**config.mk**
```make
export PLATFORM = sky130hd
export DESIGN_NAME = gng_queue
export DESIGN_NICKNAME = d
export VERILOG_FILES = /design/src/rtl/core/gng_pkg.sv /design/src/rtl/core/gng_queue.sv
export SDC_FILE = /design/constraint.sdc
export NUM_CORES = 1
export LEC_CHECK = 0
export BUFFER_PORTS_ARGS = -buffer_cell sky130_fd_sc_hd__buf_2
export CAP_MARGIN = 10
export CORE_UTILIZATION = 35
export CTS_BUF_LIST = sky130_fd_sc_hd__clkbuf_16
export CTS_CLUSTER_SIZE = 30
export DETAILED_ROUTE_END_ITERATION = 10
export PLACE_DENSITY = 0.56
export SLEW_MARGIN = 20
export SYNTH_ARGS = -nofsm -noshare
export SYNTH_HDL_FRONTEND = slang
export SYNTH_SLANG_ARGS = --single-unit
```
**constraint.sdc**
```tcl
create_clock -name aclk -period 8.75 [get_ports aclk]
set_input_delay 1.75 -clock aclk [delete_from_list [all_inputs] [get_ports aclk]]
set_output_delay 1.75 -clock aclk [all_outputs]
set_load 0.01 [all_outputs]
```
**src/rtl/core/gng_pkg.sv**
```systemverilog
// ----------------------------------------------------------------------------
// gng_pkg
// Shared types and constants of the Gaussian noise generator.
// ----------------------------------------------------------------------------
package gng_pkg;

    localparam logic [63:0] XS_MULT    = 64'd2685821657736338717;
    localparam logic [31:0] LN2_Q32    = 32'd2977044471;
    localparam logic [31:0] HALFPI_Q30 = 32'd1686629713;
    localparam logic [30:0] ONE_Q30    = 31'd1073741824;
    localparam logic [63:0] BASE_SEED_RST = 64'd1;
    localparam logic [63:0] WORK_SEED_RST = 64'd2;
    localparam logic [15:0] SCALE_RST  = 16'd4096;

    localparam logic CFG_SEED  = 1'b0;
    localparam logic CFG_SCALE = 1'b1;

    typedef struct packed {
        logic first;
        logic last;
    } in_t;

    typedef struct packed {
        logic signed [20:0] sample;
        logic               final_res;
    } out_t;

    // one drawn pair, queued between front and back
    typedef struct packed {
        logic [63:0] r1;
        logic [31:0] p;
        logic [15:0] scale;
        logic        last;
        logic        zero;
    } entry_t;

    // divisor 2k(2k+1) of the sine series, round 0 is k = 8
    function automatic logic [8:0] sin_div(input logic [2:0] idx);
        logic [8:0] d;
        unique case (idx)
            3'd0: d = 9'd272;
            3'd1: d = 9'd210;
            3'd2: d = 9'd156;
            3'd3: d = 9'd110;
            3'd4: d = 9'd72;
            3'd5: d = 9'd42;
            3'd6: d = 9'd20;
            default: d = 9'd6;
        endcase
        return d;
    endfunction

    // floor(2^32 / divisor)
    function automatic logic [31:0] sin_recip(input logic [2:0] idx);
        logic [31:0] m;
        unique case (idx)
            3'd0: m = 32'd15790320;
            3'd1: m = 32'd20452225;
            3'd2: m = 32'd27531841;
            3'd3: m = 32'd39045157;
            3'd4: m = 32'd59652323;
            3'd5: m = 32'd102261126;
            3'd6: m = 32'd214748364;
            default: m = 32'd715827882;
        endcase
        return m;
    endfunction

endpackage

```
**src/rtl/core/gng_queue.sv**
```systemverilog
// ----------------------------------------------------------------------------
// gng_queue
// Two-entry queue of drawn pairs between the front and the back.
// ----------------------------------------------------------------------------
module gng_queue (
    input  logic            aclk,
    input  logic            aresetn,
    input  logic            push,
    input  gng_pkg::entry_t push_data,
    output logic            full,
    input  logic            pop,
    output logic            rd_valid,
    output gng_pkg::entry_t rd_data
);

    gng_pkg::entry_t mem_reg [2];
    logic            wr_ptr_reg;
    logic            rd_ptr_reg;
    logic [1:0]      count_reg;

    assign full     = (count_reg == 2'd2);
    assign rd_valid = (count_reg != 2'd0);
    assign rd_data  = mem_reg[rd_ptr_reg];

    always_ff @(posedge aclk) begin
        if (push) begin
            mem_reg[wr_ptr_reg] <= push_data;
        end
    end

    always_ff @(posedge aclk) begin
        if (!aresetn) begin
            wr_ptr_reg <= 1'b0;
            rd_ptr_reg <= 1'b0;
            count_reg  <= 2'd0;
        end else begin
            if (push) begin
                wr_ptr_reg <= ~wr_ptr_reg;
            end
            if (pop) begin
                rd_ptr_reg <= ~rd_ptr_reg;
            end
            count_reg <= count_reg + 2'(push) - 2'(pop);
        end
    end

endmodule

```
After elaboration in Yosys (flattened, before gate mapping)
Memories as Yosys holds them, arrays and structs flattened. A register that Yosys moved wholly into a read port is not among the register bits.
Index checks and enable logic that the tools add are counted.
{"block": "classes", "addsub": 2, "multipliers": 0, "div_mod_pow": 0, "n_lt_le_gt_ge": 0, "n_eq_ne": 1, "n_shift": 0, "muxes": 4, "bitwise_logic": 2, "reduce_logical": 1}
{"op": "two-way mux 1 bit", "count": 4}
{"op": "adder 2 x 1 -> 2 bit", "count": 1}
{"op": "== test 2 bit, second input constant", "count": 1}
{"op": "inverter 1 bit", "count": 2}
{"op": "nonzero test 2 bit", "count": 1}
{"op": "subtractor 2 x 1 -> 2 bit", "count": 1}
{"block": "word_totals", "register_bits": 4, "latchBits": 0, "mem_bits_rw": 228, "rom_bits": 0, "in_bits": 118, "memories": 1}
{"memory": "mem_reg", "words": 2, "width": 114, "read_ports": 1, "rd_ports_with_merged_regs": 1, "write_ports": 1, "line": "gng_queue.sv:16", "text": "gng_pkg::entry_t mem_reg [2];"}

Depth between registers and ports, before layout
Gate-level depths: netlist of the first run.
{"block": "depth", "ltp_word": 3, "depth_mapped": 6}

Least setup slack after synthesis of the first run
OpenSTA, ideal clock, no wires.
{"block": "synth_path", "path_kind": "input -> register", "startpoint": "in push", "endpoint": "mem mem_reg[0][0] (netlist name) (enable)", "arrival_time_ns": 6.731, "t_required_ns": 8.148, "slack_ns": 1.417, "path_stages": 1, "path_buffers": 0, "path_cell_list": "nor2b_1"}
{"block": "synth_between", "elab_chain_len": 2}
{"element": "start: declaration", "line": "gng_queue.sv:8", "text": "input logic push,"}
{"element": "two-way mux 1 bit", "line": "gng_queue.sv:26", "text": "if (push) begin"}
{"element": "two-way mux 1 bit (not written as such)", "line": "gng_queue.sv:27", "text": "mem_reg[wr_ptr_reg] <= push_data;"}
{"element": "end: declaration", "line": "gng_queue.sv:16"}
Every way passes these cells.

==> metrics.cfg, run 1 <==
[placement]
port_buffers = 233
pre_cts_ws_ns = 4.50
gp_congestion = 0.715
dp_hpwl_um = 10700

[worst_setup_path]
r2r_end = mem_reg[1][77]
timing.rr.start = wr_ptr_reg
crit_fanout = 66
critPathArrivalTime_ns = 2.95
reg2reg_slack_ns = 6.49
cp.required_ns = 7.00
crit_path_end_kind = output pin
cp-start-kind = flop
path_class = flop to output pin
r2r_cells = 2
cp_slowest_stage_delay_ns = 0.99
slowest_stage = dfxtp_4
path_cells = buf_4 -> mux2_2 -> buf_2
endpoint = rd_data[113]

[routing]
initialDrtViolationCount = 194
route.vias.total = 4303
wl_per_cell_um = 16.9
wl_um = 16400
viasPerCell = 4.45
first_pass_iters = 4
drcViolationCount = 0
ant_nets = 0

[synthesis]
synthTopCellsByArea = edfxtp_1, mux2_4, mux2_2
synthXorXnorAreaFrac_pct = 0.359
synthCells = 376
yosysTopAreaCellShare_pct = 78.7
yosysTopAreaCell = edfxtp_1
synth_compound_area_share_pct = 0.0863
ys_seq_area_share_pct = 79.8
yosys_register_bits = 233
muxShareOfSynthArea_pct = 17.3
synth_fa_ha_area_share_pct = 0.288
syn-num-nets = 496
synth_top_family_by_area = multiplexers
ys_types = 15
syn_area_um2 = 8700
yosysWarnings = 0
synth-simple-area-share_pct = 0.647
avgSynthCellArea_um2 = 23.1

[layout]
largest_register_ff_count = 228
drive_gt1_share_pct = 60.1
final_nets = 747
antennaDiodeCount = 0
area_delta_synth_final_pct = 25.9
nFillCells = 2138

[floorplan]
die_w_um = 160
rows = 57
die_h_um = 160
start_util_pct = 35.8
core_area_um2 = 24300
io_pins = 234
die_area_um2 = 25500

[global_routing]
grt_pass1_wl_um = 24700
grt_overflow = 0
grt_start_max_net_pins = 77
grt_pass1_vias = 4589
antenna_found_initial = 4
grtUsageTotal_pct = 12.5

[flow_run]
maxCapViolCount = 0

[clock_tree]
htree_levels = 1
tritoncts.num_buffers = 25
clk_latency_ns = 0.51
cts_root_buf = clkbuf_16
cts_resized = 0
ctsHoldBuffers = 0
cts_sinks = 233
cts_tree = yes
clk_path_buf_depth = 3
clk_pin_slew_ns = 0.06
cts_setup_buffers = 0

[power]
p_leak_nw = 4.23
peakVddDrop_mv = 0.165
p_per_area_nw_per_um2 = 233

[sta]
tns_ns = 0
period_share_pct = 53.7
finalClockSkew_ns = 0.00608
finalSetupViolCount = 0
hold_viol = 0
fmax_ghz = 0.213
worstMarginPinSlew_ns = 1.08
finalMaxSlewViolations = 0
fin_crit_ns = 4.70
max_slew_margin_pct = 28.3
grt_setup_unrepaired = false
timing.final.ws_setup_ns = 4.05

[status]
status = finished, final reports clean

[hold_path]
hp-class = flop to flop

-- synthesized netlist by cell type --
cell	count
inv_1	2
edfxtp_1	228
or2_2	1
buf_8	1
o21a_1	1
mux2_4	60
ha_1	2
dfxtp_1	5
buf_2	5
xor2_1	1
mux2_2	54
xnor3_1	1
buf_6	7
and2_1	4
nor2b_1	4
-- layout by cell type, fill, tap and decap left out --
cell type and instances:
mux2_2 54, clkinv_2 4, mux2_4 60, xor2_1 1, xnor3_1 1, dfxtp_4 1
buf_2 233, inv_6 1, clkbuf_16 25, edfxtp_1 228, and2_4 1, dfxtp_1 4
inv_1 5, or2_2 1, ha_1 2, and2_1 3, o21a_1 1, nor2b_4 1
bufinv_16 2, nor2b_1 3, clkinv_1 9, buf_4 4
-- metrics by stage --
| stage | hold WS (ns) | cell area, um^2 | std cells | power, mW | utilization, % |
|---|---|---|---|---|---|
| after floorplan | 0.555 | 8700 | 376 | 1.50 | - |
| after global placement | 0.559 | 10200 | 924 | 1.60 | 41.9 |
| after detailed placement | 0.565 | 10200 | 924 | 1.61 | 41.9 |
| after CTS | 0.573 | 11000 | 968 | 2.59 | 45.1 |
| after global routing | 0.591 | 11000 | 968 | 2.65 | 45.1 |
| final | 0.570 | 11000 | 968 | 2.56 | 45.1 |
-- how the worst min path moves through the flow --
stage | startpoint | endpoint | slack (ns) | cells after the start
after floorplan | rd_ptr_reg | flop | 0.55 | 2
after global placement | rd_ptr_reg | flop | 0.56 | 2
after detailed placement | rd_ptr_reg | flop | 0.56 | 2
after CTS | rd_ptr_reg | flop | 0.57 | 2
after global routing | rd_ptr_reg | flop | 0.59 | 2
final | rd_ptr_reg | flop | 0.57 | 2
-- worst max-delay path: cells and delay by family, from the launching register on --
kind | cells | cell delay [ns]
buffers and inverters | 2 | 0.99
flip-flops | 1 | 0.99
multiplexers | 1 | 0.41
-- final cells by class --
type	count	area [um^2]	area share (%)
multi-input cells	128	1640	15.0
clock inverters	19	134	1.22
inverters	2	7.51	0.0685
well taps	324	405	3.70
flip-flops and latches	233	6950	63.4
clock buffers	25	626	5.71
repair buffers	237	1200	10.9
-- power by group --
group | switching, mW | internal (mW)
Combinational | 0.124 | 0.138
Clock | 0.402 | 0.573
Sequential | 0.0267 | 1.29
Total | 0.552 | 2.00
-- per-layer routing --
metal / wire length [um] / global-route usage [%] / vias to the layer above / part of all wire, %
li1: - / - / 1993 / -
met1: 6570 / 14.4 / 2097 / 40
met2: 8060 / 21.8 / 168 / 49
met3: 1270 / 4.42 / 37 / 7.8
met4: 398 / 3.41 / 8 / 2.4
met5: 57 / 0 / - / 0.35
-- cell families (layout without fill, tap and decap cells) --
logic type	after synthesis	count (layout)
adder cells (fa/ha/maj)	2	2
AO/OA/AOI/OAI	1	1
multiplexers	114	114
flip-flops	233	233
buffers and inverters	15	283
AND/OR/NAND/NOR	9	9
XOR/XNOR	2	2
(Power assumes the default switching activity.)
==> run 2: changes to the inputs <==
--- a/config.mk
+++ b/config.mk
@@ -5,13 +5,14 @@
 export SDC_FILE = /design/constraint.sdc
 export NUM_CORES = 1
 export LEC_CHECK = 0
+export ABC_AREA = 1
 export BUFFER_PORTS_ARGS = -buffer_cell sky130_fd_sc_hd__buf_2
 export CAP_MARGIN = 10
 export CORE_UTILIZATION = 35
 export CTS_BUF_LIST = sky130_fd_sc_hd__clkbuf_16
 export CTS_CLUSTER_SIZE = 30
 export DETAILED_ROUTE_END_ITERATION = 10
-export PLACE_DENSITY = 0.56
+export PLACE_DENSITY = 0.58
 export SLEW_MARGIN = 20
 export SYNTH_ARGS = -nofsm -noshare
 export SYNTH_HDL_FRONTEND = slang
==> constraint.sdc (replaced) <==
create_clock -name aclk -period 4.1 [get_ports aclk]
set_input_delay 0.82 -clock aclk [delete_from_list [all_inputs] [get_ports aclk]]
set_output_delay 0.82 -clock aclk [all_outputs]
set_load 0.01 [all_outputs]
==> run 2 against run 1 <==
Effect of this change: count of clock-buffer cells in the layout unchanged; synthesized cell count rose by 3.2%; global-route usage shrank 0.14 points; clock power is 120% higher; die area hardly changed; register-to-register slack worse by 4.3 ns; largest cell class unchanged; total power increased by 110%; non-clock buffer count grew 1; sequential power is 110% higher; setup slack got worse by 3.0 ns; highest routed layer is now met4.
==> metrics.cfg, run 2 <==
[synthesis]
syn_area_um2 = 8700  ; about the same
avgSynthCellArea_um2 = 22.4  ; -3.1%
synthArstFlopShare_pct = 0  ; unchanged
synth_ff_type = edfxtp_1
synthTopCellsByCount = edfxtp_1, mux2_4, mux2_2, nand2_1, nor2_1
synth_edf_count = 228  ; unchanged
synthTopCellsByArea = edfxtp_1, mux2_4, mux2_2
yosysTopAreaCell = edfxtp_1
yosysWarnings = 0  ; unchanged
yosysTopAreaCellShare_pct = 78.7  ; about the same
ys_seq_area_share_pct = 79.9  ; about the same
ys_types = 13  ; -2
yosysMostFrequentCell = edfxtp_1
syn-num-nets = 508  ; +2.4%
synthCells = 388  ; +3.2%
yosys_register_bits = 233  ; unchanged

[power]
peakVddDrop_mv = 0.344  ; +110%
power_mw = 5.46  ; +110%
comb_power_share_pct = 9.3  ; -0.9 points
swShare_pct = 21.2  ; -0.41 points
switchingPower_mw = 1.16  ; +110%
p_int_mw = 4.30  ; +110%
seqPwrFrac_pct = 51.4  ; -0.2 points
p_per_area_nw_per_um2 = 495  ; +110%
power_frac_clock_pct = 39.3  ; +1.1 points
p_leak_nw = 4.30  ; +1.6%

[worst_setup_path]
path_class = flop to output pin
crit_fanout = 44  ; -33%
reg2reg_slack_ns = 2.17  ; -4.32 ns
cp.required_ns = 3.28  ; -3.72 ns
timing.rr.start = wr_ptr_reg
cp-start-kind = flop
crit_path_end_kind = output pin
critPathArrivalTime_ns = 2.28  ; -0.67 ns

[sta]
tns_ns = 0  ; unchanged
period_share_pct = 75.6
fmax_ghz = 0.323
fin_crit_ns = 3.10
finalSetupViolCount = 0  ; unchanged
max_slew_margin_pct = 38.4  ; +10 points
grt_setup_unrepaired = false
hold_viol = 0  ; unchanged
hold_slack_ns = 0.493  ; -0.0767 ns
finalMaxSlewViolations = 0  ; unchanged
finalClockSkew_ns = 0.00659  ; +0.000513 ns
worstMarginPinSlew_ns = 0.925  ; -0.150 ns

[layout]
area_delta_synth_final_pct = 26.9
final_cell_mix = buf_2, edfxtp_1, mux2_4
fin_area_um2 = 11000  ; +0.76%
layout_commonest_cell = buf_2
drive_gt1_share_pct = 59.1  ; -1.0 points
final_nets = 760  ; +1.7%
antennaDiodeCount = 0  ; unchanged
largest_register_ff_count = 228  ; unchanged

[floorplan]
rows = 57  ; unchanged
start_util_pct = 35.8  ; about the same
die_w_um = 160  ; about the same
core_area_um2 = 24300  ; unchanged
die_h_um = 160  ; about the same
io_pins = 234  ; unchanged
die_area_um2 = 25500  ; about the same

[routing]
drcViolationCount = 0  ; unchanged
ant_nets = 0  ; unchanged
initialDrtViolationCount = 218  ; +12%
viasPerCell = 4.46  ; +0.26%
first_pass_iters = 4  ; unchanged
route.vias.total = 4372  ; +1.6%
wl_per_cell_um = 16.6  ; -1.9%
wl_um = 16300  ; -0.58%

[clock_tree]
cts_root_buf = clkbuf_16
tritoncts.num_buffers = 25  ; unchanged
cts_sinks = 233  ; unchanged
clk_latency_ns = 0.51  ; about the same
cts_tree = yes
ctsHoldBuffers = 0  ; unchanged
clk_pin_slew_ns = 0.06  ; about the same
clk_path_buf_depth = 3  ; unchanged
cts_resized = 0  ; unchanged
cts_setup_buffers = 0  ; unchanged
htree_levels = 1  ; unchanged

[global_routing]
grtUsageTotal_pct = 12.3  ; -0.14 points
grt_pass1_vias = 4654  ; +1.4%
antenna_found_initial = 0  ; -4
grt_start_max_net_pins = 115  ; +49%
grt_overflow = 0  ; unchanged
grt_pass1_wl_um = 24600  ; -0.59%

[placement]
postPlaceCellArea_um2 = 10300  ; +0.54%
port_buffers = 233  ; unchanged
dp_hpwl_um = 10400  ; -2.5%
gp_congestion = 0.749  ; +4.6%

[hold_path]
hp-class = input pin to flop
worst_hold_startpoint = push_data[108]

[status]
status = finished, final reports clean

[flow_run]
maxCapViolCount = 0  ; unchanged

## run 2: cell types whose count changed in the layout (fill, tap and decap cells not counted), moves of 3 or more
cell / before / now
buf_12: 0 / 4
and2_1: 3 / 0
inv_1: 5 / 13
nor2_1: 0 / 7
buf_4: 4 / 1
nor2b_1: 3 / 0
nand2_1: 0 / 9
clkinv_1: 9 / 4
## run 2: area by class of cell
type,instances,area (um^2)
inverters,7,28.8
clock buffers,25,626
fillers,2132,13300
clock inverters,19,163
repair buffers,238,1250
flip-flops and latches,233,6950
multi-input cells,135,1620
well taps,324,405
## run 2: cell families after synthesis
logic type,after synthesis,synth area share [%]
compound gates,1,0.0575
fa+ha+maj,2,0.288
buf+inv,20,1.67
flops,233,79.9
mux,114,17.3
simple gates,18,0.791
## run 2: per-layer routing
metal  vias to the layer above  global-route usage [%]  part of all wire (%)
met1                      2150                    14.0                    40
met3                        33                    4.16                   8.6
li1                       2015                       -                     -
met4                         0                    3.72                   2.5
met5                         -                       0                     0
met2                       174                    21.8                    49
## run 2: power by group through the flow
stage	combinational, mW	clock, mW	sequential [mW]
after floorplan	0.313	0	2.84
after global placement	0.507	0	2.85
after detailed placement	0.517	0	2.86
after CTS	0.519	2.22	2.81
after global routing	0.547	2.30	2.82
final	0.507	2.15	2.81
## run 2: stage by stage
stage          worst slack, ns  cells  utilization, %
3_3_place_gp              1.50    937            42.2
6_report                  1.00    981            45.4
5_1_grt                  0.854    981            45.4
2_1_floorplan            0.533    388               -
4_1_cts                  0.894    981            45.4
3_5_place_dp              1.46    937            42.2
## run 2: worst max-delay path: stages, from the launching register on
cell and delay [ns]:
dfxtp_4 0.88, buf_12 0.33, mux2_2 0.39, buf_2 0.14
## run 2: worst paths after layout
check,end,cells after the start
max reg2reg,mem_reg[1][80],3
min,mem_reg[1][108],1
max,rd_data[49],3
min reg2reg,flop,2
==> run 3: changes to the inputs <==
--- a/config.mk
+++ b/config.mk
@@ -12,7 +12,7 @@
 export CTS_BUF_LIST = sky130_fd_sc_hd__clkbuf_16
 export CTS_CLUSTER_SIZE = 30
 export DETAILED_ROUTE_END_ITERATION = 10
-export PLACE_DENSITY = 0.58
+export PLACE_DENSITY = 0.56
 export SLEW_MARGIN = 20
 export SYNTH_ARGS = -nofsm -noshare
 export SYNTH_HDL_FRONTEND = slang
==> constraint.sdc (replaced) <==
create_clock -name aclk -period 3 [get_ports aclk]
set_input_delay 0.6 -clock aclk [delete_from_list [all_inputs] [get_ports aclk]]
set_output_delay 0.6 -clock aclk [all_outputs]
set_load 0.01 [all_outputs]
==> run 3 against run 2 <==
Effect of this change: clock skew is essentially flat; combinational power grew 39%; first-iteration DRC count shrank 17%; cell count grew 0.61%; total power grew 41%; highest routed layer is now met5; sequential cell count is the same; via count grew 0.69%; routed wire length grew 1.4%; design area grew 0.86%; setup slack lost 0.70 ns; worst hold slack lost 0.22 ns.
==> metrics.cfg, run 3 (synthesis gave the netlist of run 2 again) <==
[sta]
finalMaxSlewViolations = 0  ; unchanged
hold_slack_ns = 0.272  ; -0.221 ns
timing.final.ws_setup_ns = 0.306  ; -0.696 ns
fin_crit_ns = 2.69
finalSetupViolCount = 0  ; unchanged
worstMarginPinSlew_ns = 0.675  ; -0.249 ns
grt_setup_unrepaired = false
tns_ns = 0  ; unchanged
period_share_pct = 89.8
hold_viol = 0  ; unchanged
max_slew_margin_pct = 55.0  ; +17 points
fmax_ghz = 0.371
finalClockSkew_ns = 0.00626  ; -0.000330 ns

[placement]
postPlaceCellArea_um2 = 10300  ; about the same
dp.cells = 938  ; +0.11%
dp_hpwl_um = 10700  ; +2.6%
pre_cts_ws_ns = 0.775  ; -0.687 ns
port_buffers = 233  ; unchanged
gp_congestion = 0.747  ; -0.19%

[clock_tree]
clk_latency_ns = 0.51  ; about the same
tritoncts.num_buffers = 26  ; +4.0%
cts_sinks = 233  ; unchanged
cts_resized = 0  ; unchanged
ctsHoldBuffers = 0  ; unchanged
clk_pin_slew_ns = 0.06  ; about the same
cts_setup_buffers = 0  ; unchanged
clk_path_buf_depth = 3  ; unchanged
cts_root_buf = clkbuf_16
cts_tree = yes
htree_levels = 1  ; unchanged

[power]
peakVddDrop_mv = 0.494  ; +44%
swShare_pct = 20.9  ; -0.33 points
power_frac_clock_pct = 41.1  ; +1.8 points
p_leak_nw = 4.34  ; +0.92%
seqPwrFrac_pct = 49.8  ; -1.6 points
switchingPower_mw = 1.60  ; +39%
p_int_mw = 6.09  ; +41%
p_per_area_nw_per_um2 = 690  ; +40%
comb_power_share_pct = 9.2  ; about the same

[worst_setup_path]
r2r_cells = 2  ; -1
crit_fanout = 30  ; -32%
path_class = flop to output pin
critPathArrivalTime_ns = 2.09  ; -0.19 ns
crit_path_end_kind = output pin
cp.required_ns = 2.40  ; -0.88 ns
cp-start-kind = flop

[hold_path]
hp-class = input pin to flop
hold_depth = 1  ; unchanged

[routing]
route.vias.total = 4402  ; +0.69%
initialDrtViolationCount = 181  ; -17%
first_pass_iters = 4  ; unchanged
ant_nets = 0  ; unchanged
wl_um = 16500  ; +1.4%
viasPerCell = 4.46  ; about the same
drcViolationCount = 0  ; unchanged
wl_per_cell_um = 16.7  ; +0.77%

[floorplan]
rows = 57  ; unchanged
io_pins = 234  ; unchanged
die_h_um = 160  ; unchanged
die_w_um = 160  ; unchanged
start_util_pct = 35.8  ; unchanged
die_area_um2 = 25500  ; unchanged
core_area_um2 = 24300  ; unchanged

[layout]
layout_commonest_cell = buf_2
final_nets = 762  ; +0.26%
area_delta_synth_final_pct = 28.0
final_cells = 987  ; +0.61%
final_cell_mix = buf_2, edfxtp_1, mux2_4
largest_register_ff_count = 228  ; unchanged
nFillCells = 2129  ; -0.14%
fin_area_um2 = 11100  ; +0.86%
drive_gt1_share_pct = 59.5  ; +0.46 points

[status]
status = finished, final reports clean

[global_routing]
grt_overflow = 0  ; unchanged
antenna_found_initial = 3  ; +3
grt_pass1_vias = 4810  ; +3.4%
grtUsageTotal_pct = 12.7  ; +0.40 points
grt_pass1_wl_um = 25500  ; +3.8%
grt_start_max_net_pins = 115  ; unchanged

[flow_run]
maxCapViolCount = 0  ; unchanged

==> run 3: cell type report <==
| type | count | area (um^2) | area share (%) |
|---|---|---|---|
| diodes | 1 | 2.50 | 0.0225 |
| clock inverters | 21 | 196 | 1.76 |
| multi-input cells | 135 | 1620 | 14.5 |
| flip-flops and latches | 233 | 6950 | 62.4 |
| well taps | 324 | 405 | 3.64 |
| clock buffers | 27 | 676 | 6.07 |
| repair buffers | 239 | 1260 | 11.3 |
| inverters | 7 | 30.0 | 0.270 |
==> run 3: path summary, 6_finish.rpt <==
kind	slack (ns)	end	startpoint
max	0.31	rd_data[25]	flop
min reg2reg	0.50	flop	rd_ptr_reg
min	0.27	mem_reg[1][33]	push_data[33]
max reg2reg	1.41	mem_reg[0][18]	wr_ptr_reg
==> run 3: per-stage QoR <==
step | util [%] | power (mW)
after global placement | 42.2 | 4.59
after CTS | 45.8 | 7.81
final | 45.8 | 7.69
after detailed placement | 42.2 | 4.62
after global routing | 45.8 | 7.99
after floorplan | - | 4.30
==> run 3: critical path: stages (launching register included) <==
cell and delay (ns):
dfxtp_4 0.69, buf_4 0.36, mux2_2 0.38, buf_2 0.14
==> run 3: power groups by stage <==
stage,registers (mW),logic [mW],clock network (mW)
floorplan,3.87,0.429,0
global placement,3.89,0.701,0
detailed placement,3.90,0.716,0
CTS,3.83,0.719,3.26
global route,3.84,0.759,3.38
finish,3.83,0.704,3.16
==> run 3: metal layers <==
metal	routed length (um)	GRT usage, %
met3	1530	4.73
met4	256	3.32
met1	6690	14.8
met5	22	0
met2	7990	22.0
